[config.mk]
export PLATFORM = sky130hd
export DESIGN_NAME = scmm_apb_regs
export DESIGN_NICKNAME = d
export VERILOG_FILES = /design/src/rtl/scmm_pkg.sv /design/src/rtl/scmm_apb_regs.sv
export SDC_FILE = /design/constraint.sdc
export NUM_CORES = 1
export LEC_CHECK = 0
export CAP_MARGIN = 0
export CORE_MARGIN = 3
export CORE_UTILIZATION = 60
export CTS_CLUSTER_SIZE = 40
export DETAILED_ROUTE_END_ITERATION = 6
export DONT_BUFFER_PORTS = 1
export GPL_ROUTABILITY_DRIVEN = 0
export HOLD_SLACK_MARGIN = 0.03
export PLACE_DENSITY_LB_ADDON = 0.1
export RECOVER_POWER = 100
export SYNTH_ARGS = -nofsm -noshare
export SYNTH_HDL_FRONTEND = slang
export SYNTH_SLANG_ARGS = --single-unit
[constraint.sdc]
create_clock -name clk_i -period 2.6 [get_ports clk_i]
set_input_delay 0.26 -clock clk_i [delete_from_list [all_inputs] [get_ports clk_i]]
set_output_delay 0.26 -clock clk_i [all_outputs]
set_load 0.1 [all_outputs]
[src/rtl/scmm_pkg.sv]
// Shared types and constants for the stereo channel mode mixer.
package scmm_pkg;

  localparam int unsigned SampleW = 32;
  localparam int unsigned GainW   = 32;
  localparam int unsigned ModeW   = 3;
  localparam int unsigned DataW   = 32;
  localparam int unsigned AddrW   = 4;
  localparam int unsigned IdxW    = 2;

  typedef enum logic [ModeW-1:0] {
    MODE_STEREO     = 3'd0,
    MODE_MONO       = 3'd1,
    MODE_CUSTOM     = 3'd2,
    MODE_MONO_LEFT  = 3'd3,
    MODE_MONO_RIGHT = 3'd4,
    MODE_KARAOKE    = 3'd5
  } mode_e;

  typedef enum logic [IdxW-1:0] {
    REG_MODE     = 2'd0,
    REG_STRAIGHT = 2'd1,
    REG_CROSS    = 2'd2
  } reg_idx_e;

  typedef struct packed {
    logic [ModeW-1:0]  mode;
    logic [GainW-1:0]  straight_gain;
    logic [GainW-1:0]  cross_gain;
  } cfg_t;

endpackage

[src/rtl/scmm_apb_regs.sv]
// APB configuration registers: mode, straight gain and cross gain.
module scmm_apb_regs (
  input  logic                        clk_i,
  input  logic                        rst_ni,
  input  logic                        psel,
  input  logic                        penable,
  input  logic                        pwrite,
  input  logic [scmm_pkg::AddrW-1:0]  paddr,
  input  logic [scmm_pkg::DataW-1:0]  pwdata,
  output logic [scmm_pkg::DataW-1:0]  prdata,
  output logic                        pready,
  output scmm_pkg::cfg_t              cfg_o
);

  logic [scmm_pkg::ModeW-1:0] mode_q,     mode_d;
  logic [scmm_pkg::GainW-1:0] straight_q, straight_d;
  logic [scmm_pkg::GainW-1:0] cross_q,    cross_d;
  logic                       wr_en;
  scmm_pkg::reg_idx_e         idx;

  assign pready = 1'b1;
  assign wr_en  = psel && penable && pwrite;
  assign idx    = scmm_pkg::reg_idx_e'(paddr[scmm_pkg::AddrW-1:2]);

  always_comb begin
    mode_d     = mode_q;
    straight_d = straight_q;
    cross_d    = cross_q;
    if (wr_en) begin
      case (idx)
        scmm_pkg::REG_MODE:     mode_d     = pwdata[scmm_pkg::ModeW-1:0];
        scmm_pkg::REG_STRAIGHT: straight_d = pwdata[scmm_pkg::GainW-1:0];
        scmm_pkg::REG_CROSS:    cross_d    = pwdata[scmm_pkg::GainW-1:0];
        default: ;
      endcase
    end
  end

  always_comb begin
    case (idx)
      scmm_pkg::REG_MODE:
        prdata = {{(scmm_pkg::DataW-scmm_pkg::ModeW){1'b0}}, mode_q};
      scmm_pkg::REG_STRAIGHT: prdata = straight_q;
      scmm_pkg::REG_CROSS:    prdata = cross_q;
      default:                prdata = '0;
    endcase
  end

  always_ff @(posedge clk_i or negedge rst_ni) begin
    if (!rst_ni) begin
      mode_q     <= '0;
      straight_q <= '0;
      cross_q    <= '0;
    end else begin
      mode_q     <= mode_d;
      straight_q <= straight_d;
      cross_q    <= cross_d;
    end
  end

  assign cfg_o.mode          = mode_q;
  assign cfg_o.straight_gain = straight_q;
  assign cfg_o.cross_gain    = cross_q;

endmodule

* Word-level counts from Yosys, hierarchy flattened
Cells that the tools add are included.
Storage, ports and cells: bits of input ports 41, output and inout bits 100, bits in registers 67, word-level logic and storage cells 12
Operators by class: mux-type cells 1, reduce and logical (&&, ||, !) cells 6, equality and inequality tests 2
Operators with widths (count):
- case mux 32 bit (3 select lines) | 1
- AND reduction 2 bit | 3
- equality test 2 x 1 -> 1 bit (second input constant) | 1
- equality test 2 bit (second input constant) | 1
- logical AND 1 bit | 2
- zero test 2 bit | 1

* Logic depth before layout (Yosys ltp)
Gate-level depths: netlist of run 1.
depth in word-level cells 3, mapped depth 6, gate-level depth less buffers 3

* Worst setup path before layout of run 1
OpenSTA, ideal clock, no wires.
path kind register to output, start reg straight_q[0] (netlist bit), end out prdata[0] (netlist bit), setup slack -873 ps, arrival time 3213 ps, cell stages (with the launch flop) 3, buffers on the path 0, cells stage by stage dfrtp_1 mux2i_1 o21ai_0
On the way: cells in the longest elaborated chain, start to end 1
Ends and longest elaborated chain:
- start, declared | RTL line scmm_apb_regs.sv:16 | logic [scmm_pkg::GainW-1:0] straight_q, straight_d;
- start signal, assigned | RTL line scmm_apb_regs.sv:56 | straight_q <= straight_d;
- case mux 32 bit (3 select lines) | RTL line scmm_apb_regs.sv:40 | case (idx)
- end, declared | RTL line scmm_apb_regs.sv:10 | output logic [scmm_pkg::DataW-1:0] prdata,
No other way between the ends.

* Worst setup path after layout of run 1
start reg straight_q[13] (netlist bit), end out prdata[13] (netlist bit)
The elaborated chain is that of the path after synthesis.

==> impl_metrics.csv, run 1 <==
group,metric,value,unit
final_layout,multi_input_area,1126,sq um
die,die_y,77.19,um
synthesis,syn_area_per_cell,15.59,sq um
sta,rsz0062_at_grt,"no",
global_route,first_global_vias,2315,
route,wl_per_cell,21.28,um
setup_path,cp-start-kind,"flip-flop",
final_layout,num-nets-final,338,
die,die_w,77.19,um
sta,final_max_slew_viol_count,101,
synthesis,async_reset_ff_share,100.0,%
clocking,htreeDepth,3,
die,die_area,5958,sq um
sta,skew,0,ns
final_layout,fin_cells,368,
sta,setup_viol,0,
die,row_count,25,
run_status,run_status,"complete, but fails checks",
setup_path,crit_type,"reg2out",
die,start_util,63.12,%
sta,worst_pin_slew,1.574,ns
clocking,clk_pin_slew,0.07,ns
final_layout,fin_util,77.58,%
route,drt-total-wl,7830,um
synthesis,synth_top_area_share,55.14,%
final_layout,layout-drive-gt1-share,45.85,%
sta,fin_crit,2.015,ns
placement,dp.cells,351,
clocking,clockRootBuffer,"clkbuf_8",
final_layout,nFillCells,357,
synthesis,yosysWarnings,0,
die,coreArea,4817,sq um
global_route,grt_pass1_wl,12510,um
sta,hold_viol_final,0,
setup_path,cp_data_required_time,2.34,ns
sta,post-route-period-util,77.49,%
sta,fin_tns_setup,0,ns
synthesis,netlist_area,3040,sq um
sta,fmax,496.3,MHz
synthesis,yosysTopAreaCell,"dfrtp_1",
die,boundaryPins,141,
synthesis,synth_seq_cells,67,
synthesis,synth_ff_type,"dfrtp_1",
route,drt-pass1-iter-count,4,
global_route,antenna_found_initial,0,
synthesis,synth_cells,195,
clocking,cts_buffer_depth,2,
route,drtAntennaViolNets,0,
synthesis,synth-seq-area-share,55.14,%
setup_path,cp-end-kind,"primary output",
final_layout,antenna_cells,0,
synthesis,synth_nets,236,
route,avgViaCountPerCell,5.867,
worst_hold_path,hp-class,"in2reg",
placement,place_hpwl,5365,um
route,vias,2159,
sta,max_slew_margin,-4.917,%
global_route,overflow,0,
run_status,violations,"max-capacitance violations, max-slew violations",
global_route,grt_max_degree,68,
route,drt-initial-drc-count,131,
clocking,clock_latency,0.33,ns
synthesis,synth_cell_types,20,
placement,io_buffers,0,
final_layout,regArea,1677,sq um
clocking,numCtsBuffers,9,
synthesis,synth_edf_count,0,
synthesis,synth.most_common_cell,"dfrtp_1",
synthesis,synthTopCellsByArea,"dfrtp_1 55%, mux2_4 15%, mux2_2 14%",
synthesis,netlist_top_cells_count,"67 x dfrtp_1, 37 x mux2_2, 30 x mux2_4",
run,maxCapViolCount,2,
setup_path,cp_max_fo,3,
clocking,numClockSinks,67,
setup_path,crit_arrival,1.75,ns
final_layout,synthToLayoutAreaGrowth,22.92,%
route,drc,0,
clocking,cts_tree,"built",
global_route,track_usage,27.24,%
## cell type report
class | instances | area share (%)
tap | 67 | 2.243
clock buffer | 13 | 4.252
multi-input combinational | 112 | 30.13
timing repair buffer | 107 | 17.58
sequential | 67 | 44.86
clock inverter | 2 | 0.9374
## metal layers
| layer | part of all wire [%] | global-route usage (%) | wire [um] |
|---|---|---|---|
| met5 | 0 | 0 | 0 |
| met3 | 8.4 | 8.803 | 655 |
| met2 | 54 | 47.75 | 4204 |
| met1 | 36 | 30.58 | 2801 |
| met4 | 2.2 | 10.68 | 170 |
## sequential cells by signal, summed over array words and instances (netlist names)
name        cells
straight_q     32
mode_q          3
cross_q        32
## per-stage QoR
step                      setup WS, ns  hold WS (ns)  instance area, sq um
final                           0.5851       0.04979                  3737
after global routing            0.4801       0.03617                  3737
after floorplan                 0.3677      -0.03559                  3052
after global placement          0.7029      -0.03390                  3800
after CTS                       0.7487       0.05636                  4031
after detailed placement        0.6620      -0.03386                  3800
## what timing repair did
action                                 CTS  global route
gates resized for setup                  0             0
setup buffers                            0             0
endpoints found under the hold margin   67             0
hold buffers                             2             0
## cells by family (layout without fill, tap and decap cells)
kind of cell | count (synthesis) | count (layout) | share of synthesized area, %
and+or+nand+nor | 9 | 9 | 2.017
muxes | 70 | 70 | 29.51
other | 1 | 1 | 0.1233
AOI/OAI and AO/OA | 32 | 32 | 8.847
DFF | 67 | 67 | 55.14
buffers and inverters | 16 | 122 | 4.362
## worst paths after layout
path	slack, ns	cells after the start	end	startpoint
max reg2reg	0.96	2	cross_q[18]	cross_q[18]
max	0.59	2	prdata[13]	straight_q[13]
min in group asynchronous	0.88	2	cross_q[16]	rst_ni
max in group asynchronous	0.78	2	mode_q[2]	rst_ni
min reg2reg	0.50	1	straight_q[9]	straight_q[9]
min	0.05	1	straight_q[4]	pwdata[4]
## worst max-delay path, cell delays in order, from the launching register on
cell	delay, ns
dfrtp_1	0.39
a22o_1	0.16
clkbuf_1	0.88
## placed cells by master (no fill, tap or decap), drive strengths merged, types with 3 or more instances in the layout
master  Yosys  final
a22o       29     29
buf        12     58
clkbuf      4     61
dfrtp      67     67
mux2       67     67
mux2i       3      3
nand2       3      3
o21ai       3      3
Power of run 1 is left out: the tool's default activity adds up to more than one toggle a clock period on the data nets, which glitch-free logic cannot reach.
==> run 2: changes to the inputs <==
ABC_AREA = 1   (was default)
CORE_UTILIZATION = 56   (was 60)
clock period = 1.6 ns   (was 2.6 ns; I/O delays follow)
==> run 2 against run 1 <==
Compared with the run above: the run ends with negative hold slack left; highest routed layer unchanged; hold slack got worse by 0.55 ns; critical path depth up 5; critical path type is now in2out; clock skew unchanged; synthesized area rose by 0.12%; setup slack worse by 0.44 ns; via count rose by 81%; synthesized cell count is 110% higher; design area up 23%; sequential share of layout area decreased by 6.5 points; register-to-register slack lost 0.63 ns; first-iteration DRC count grew to 4.1 times the previous value; utilization rose by 11 points.
==> impl_metrics.csv, run 2 <==
group,metric,value,unit
clocking,numCtsBuffers,9,
sta,rsz0062_at_grt,"no",
setup_path,cp-startpoint,"paddr[3]",
route,drt-total-wl,14640,um
sta,fin_crit,1.453,ns
clocking,clock_latency,0.34,ns
clocking,clockRootBuffer,"clkbuf_8",
sta,post-route-period-util,90.83,%
synthesis,synthTopCellsByArea,"dfrtp_1 55%, nand2_1 37%, buf_4 3.2%",
placement,place_hpwl,6472,um
final_layout,reg.largest.list,"cross_q (32), straight_q (32), mode_q (3)",
setup_path,cp_data_required_time,1.44,ns
run_status,run_status,"complete, but fails checks",
route,drt-initial-drc-count,531,
final_layout,final_common_cell,"nand2_1",
final_layout,nFillCells,223,
route,avgViaCountPerCell,6.402,
synthesis,synth_nets,446,
placement,io_buffers,0,
sta,setup_viol,0,
die,die_y,79.73,um
clocking,cts_buffer_depth,2,
synthesis,syn_area_per_cell,7.516,sq um
final_layout,antenna_cells,0,
clocking,post_cts_resized,0,
setup_path,worstReg2RegStart,"straight_q[15]",
die,coreArea,5172,sq um
synthesis,netlist_area,3044,sq um
synthesis,synth_cell_types,11,
final_layout,mostFrequentLayoutCells,"273 x nand2_1, 67 x clkbuf_2, 65 x dfrtp_2",
synthesis,netlist_top_cells_count,"300 x nand2_1, 67 x dfrtp_1, 13 x buf_4",
final_layout,num-nets-final,575,
global_route,first_global_vias,4114,
synthesis,synth_seq_cells,67,
sta,holdWs,-0.5008,ns
power_and_ir_drop,powerDensity,1932,nW/um^2
power_and_ir_drop,p_leak,2.440,nW
global_route,overflow,0,
final_layout,fin_util,88.58,%
final_layout,layout-drive-gt1-share,41.56,%
sta,max_slew_margin,52.87,%
sta,hold_viol_final,67,
synthesis,yosysTopAreaCell,"dfrtp_1",
route,drtAntennaViolNets,0,
setup_path,cp-start-kind,"input port",
setup_path,cp_max_fo,16,
synthesis,synth_edf_count,0,
setup_path,crit_type,"in2out",
clocking,cts_tree,"built",
route,vias,3899,
synthesis,synth-seq-area-share,55.08,%
synthesis,synth_ff_type,"dfrtp_1",
run_status,violations,"negative hold slack",
setup_path,cp-end-kind,"primary output",
die,row_count,26,
global_route,grt_pass1_wl,22360,um
run,maxCapViolCount,0,
global_route,track_usage,47.98,%
worst_hold_path,hp-class,"in2async",
route,wl_per_cell,24.04,um
die,start_util,58.85,%
final_layout,regArea,1758,sq um
synthesis,async_reset_ff_share,100.0,%
final_layout,multi_input_area,1304,sq um
final_layout,synthToLayoutAreaGrowth,50.51,%
route,drc,0,
synthesis,synth_top_area_share,55.08,%
clocking,clk_pin_slew,0.08,ns
clocking,numClockSinks,67,
synthesis,yosysWarnings,0,
global_route,antenna_found_initial,0,
synthesis,synth_cells,405,
sta,skew,0,ns
global_route,grt_max_degree,68,
power_and_ir_drop,power.total,8.854,mW
clocking,cts_hold_buffers,32,
sta,fmax,688.1,MHz
synthesis,synth.most_common_cell,"nand2_1",
clocking,post_cts_buffers,0,
sta,final_max_slew_viol_count,0,
die,die_area,6357,sq um
clocking,htreeDepth,3,
route,drt-pass1-iter-count,6,
setup_path,crit_arrival,1.29,ns
die,die_w,79.73,um
power_and_ir_drop,ir_drop,1.427,mV
sta,worst_pin_slew,0.7044,ns
die,boundaryPins,141,
run 2: changes by cell type in the layout (fill, tap and decap cells not counted), sizes merged, moves of 5 or more:
cell,change
nand2,+301
mux2,-67
buf,-34
clkbuf,+34
dlygate4sd3,+31
a22o,-29
inv,+5
nor2,+5
run 2: per-layer routing:
metal  share of wire (%)  up-vias  routed length (um)  global-route usage (%)
li1                    -     1482                   -                       -
met1                  31     1805                4478                   50.98
met2                  48      449                6993                   79.47
met3                  12      163                1800                   14.67
met4                 9.4        0                1370                   36.32
met5                   0        -                   0                       0
run 2: report_power, final:
group / switching (mW) / internal, mW
Sequential: 0.303 / 2.10
Clock: 0.687 / 0.807
Combinational: 4.21 / 0.746
Total: 5.20 / 3.66
run 2: critical path: stages:
cell      delay (ns)
inv_1           0.07
nand2_1         0.14
inv_2           0.23
buf_12          0.19
nand2_1         0.08
nand2_2         0.07
clkbuf_4        0.33
run 2: path summary, 6_finish.rpt:
| kind | endpoint | slack [ns] | depth (start not counted) |
|---|---|---|---|
| worst max-delay path | prdata[12] | 0.15 | 7 |
| worst min-delay path | cross_q[12] | -0.50 | 0 |
| worst max register to register | straight_q[15] | 0.33 | 3 |
| worst min register to register | cross_q[26] | 0.51 | 2 |
| max in group asynchronous | straight_q[19] | 1.99 | 0 |
| min in group clk_i | mode_q[1] | 0.14 | 5 |
run 2: cell type report:
type | count | area share [%]
clock buffers | 14 | 3.550
clock inverters | 2 | 0.7646
inverters | 5 | 0.4096
multi-input cells | 314 | 28.45
flip-flops and latches | 67 | 38.37
well taps | 70 | 1.912
repair buffers | 137 | 26.54
run 2: through the flow:
step	cells	area (sq um)	TNS, ns	setup slack [ns]
floorplan	405	3213	-0.03829	-0.03829
global placement	561	4412	0	0.2960
detailed placement	561	4412	0	0.2228
CTS	609	4930	0	0.3247
global route	609	4582	0	0.1260
finish	609	4582	0	0.1467
run 2: kinds of logic (layout without fill, tap and decap cells):
group / after synthesis / after routing / synth area share, %
flip-flops: 67 / 67 / 55.08
buffers and inverters: 24 / 158 / 4.809
other: 1 / 1 / 0.1232
AND/OR/NAND/NOR: 313 / 313 / 39.99
No activity file was read; power rests on OpenSTA's default activity.
==> run 3: changes to the inputs <==
MAX_ROUTING_LAYER = met4   (was default)
==> run 3 against run 2 <==
Compared with the run above: the run still ends with negative hold slack left; via count down 1.3%; clock power about the same; clock skew unchanged; clock-buffer cell count unchanged; maximum frequency up 0.41%; power up 0.12%; critical path depth unchanged; first-iteration DRC count up 16%; sequential share of layout area unchanged; critical path type unchanged; critical endpoint is now prdata[6]; largest cell class unchanged.
==> impl_metrics.csv, run 3 (synthesis gave the netlist of run 2 again) <==
group,metric,value,unit
final_layout,final_common_cell,"nand2_1",
global_route,overflow,0,
sta,rsz0062_at_grt,"no",
clocking,post_cts_buffers,0,
final_layout,nFillCells,223,
clocking,clock_latency,0.34,ns
clocking,post_cts_resized,0,
global_route,antenna_found_initial,0,
die,row_count,26,
run_status,run_status,"complete, but fails checks",
route,drt-total-wl,14750,um
sta,fin_tns_setup,0,ns
route,avgViaCountPerCell,6.319,
setup_path,crit_arrival,1.29,ns
final_layout,num-nets-final,575,
power_and_ir_drop,ir_drop,1.418,mV
placement,dp.cells,561,
global_route,first_global_vias,4106,
sta,post-route-period-util,90.46,%
placement,place_worst_setup_slack,0.2228,ns
route,wl_per_cell,24.22,um
power_and_ir_drop,power.total,8.865,mW
sta,worst_pin_slew,0.7353,ns
setup_path,crit_type,"in2out",
clocking,clk_pin_slew,0.09,ns
clocking,clockRootBuffer,"clkbuf_8",
clocking,htreeDepth,3,
setup_path,reg2reg_slack,0.32,ns
final_layout,fin_cells,609,
clocking,cts_tree,"built",
final_layout,reg.largest.list,"cross_q (32), straight_q (32), mode_q (3)",
power_and_ir_drop,p_leak,2.440,nW
final_layout,regArea,1758,sq um
sta,setup_viol,0,
global_route,grt_max_degree,68,
global_route,grt_pass1_wl,22380,um
sta,max_slew_margin,50.81,%
clocking,cts_buffer_depth,2,
sta,fin_crit,1.447,ns
global_route,track_usage,49.38,%
placement,io_buffers,0,
sta,fmax,690.9,MHz
setup_path,cp_data_required_time,1.44,ns
final_layout,antenna_cells,0,
clocking,numClockSinks,67,
route,drt-initial-drc-count,618,
die,coreArea,5172,sq um
sta,holdWs,-0.5085,ns
placement,place_hpwl,6472,um
power_and_ir_drop,powerDensity,1935,nW/um^2
die,start_util,58.85,%
sta,fin_ws,0.1527,ns
die,boundaryPins,141,
sta,hold_viol_final,67,
sta,skew,0,ns
final_layout,layout-drive-gt1-share,41.56,%
final_layout,multi_input_area,1304,sq um
route,drc,0,
route,drtAntennaViolNets,0,
clocking,numCtsBuffers,9,
setup_path,cp_max_fo,16,
die,die_w,79.73,um
clocking,cts_hold_buffers,32,
final_layout,synthToLayoutAreaGrowth,50.51,%
die,die_y,79.73,um
worst_hold_path,hp-class,"in2async",
run_status,violations,"negative hold slack",
die,die_area,6357,sq um
sta,final_max_slew_viol_count,0,
setup_path,cp-end-kind,"primary output",
final_layout,mostFrequentLayoutCells,"273 x nand2_1, 67 x clkbuf_2, 65 x dfrtp_2",
setup_path,cp-start-kind,"input port",
route,vias,3848,
route,drt-pass1-iter-count,6,
run,maxCapViolCount,0,
run 3: stage by stage:
| step | area, sq um | utilization (%) |
|---|---|---|
| finish | 4582 | 88.58 |
| global route | 4582 | 88.58 |
| detailed placement | 4412 | 85.29 |
| CTS | 4930 | 95.31 |
| floorplan | 3213 | - |
| global placement | 4412 | 85.29 |
run 3: routing by layer:
metal,share of wire (%),GRT usage (%)
met1,31,51.95
met2,47,80.13
met3,12,13.09
met4,9.3,35.64
met5,0,-
run 3: report_power, final:
group,internal [mW],total [mW],switching [mW]
Combinational,0.746,4.95,4.21
Sequential,2.10,2.40,0.300
Clock,0.807,1.51,0.703
Total,3.65,8.86,5.21
run 3: worst paths after layout:
| path | startpoint | end | cells after the start |
|---|---|---|---|
| max in group asynchronous | rst_ni | straight_q[24] | 0 |
| worst max-delay path | paddr[3] | prdata[6] | 7 |
| worst min register to register | cross_q[26] | cross_q[26] | 2 |
| min in group clk_i | paddr[2] | mode_q[1] | 5 |
| worst min-delay path | rst_ni | cross_q[25] | 0 |
| worst max register to register | cross_q[2] | cross_q[2] | 3 |
run 3: final cells by class:
type,instances,share of cell area (%)
flip-flops and latches,67,38.37
multi-input cells,314,28.45
repair buffers,137,26.54
clock buffers,14,3.550
well taps,70,1.912
clock inverters,2,0.7646
inverters,5,0.4096
run 3: worst max-delay path, stage by stage:
cell	delay, ns
inv_1	0.06
nand2_1	0.14
inv_2	0.23
buf_12	0.19
nand2_1	0.08
nand2_2	0.07
clkbuf_4	0.33
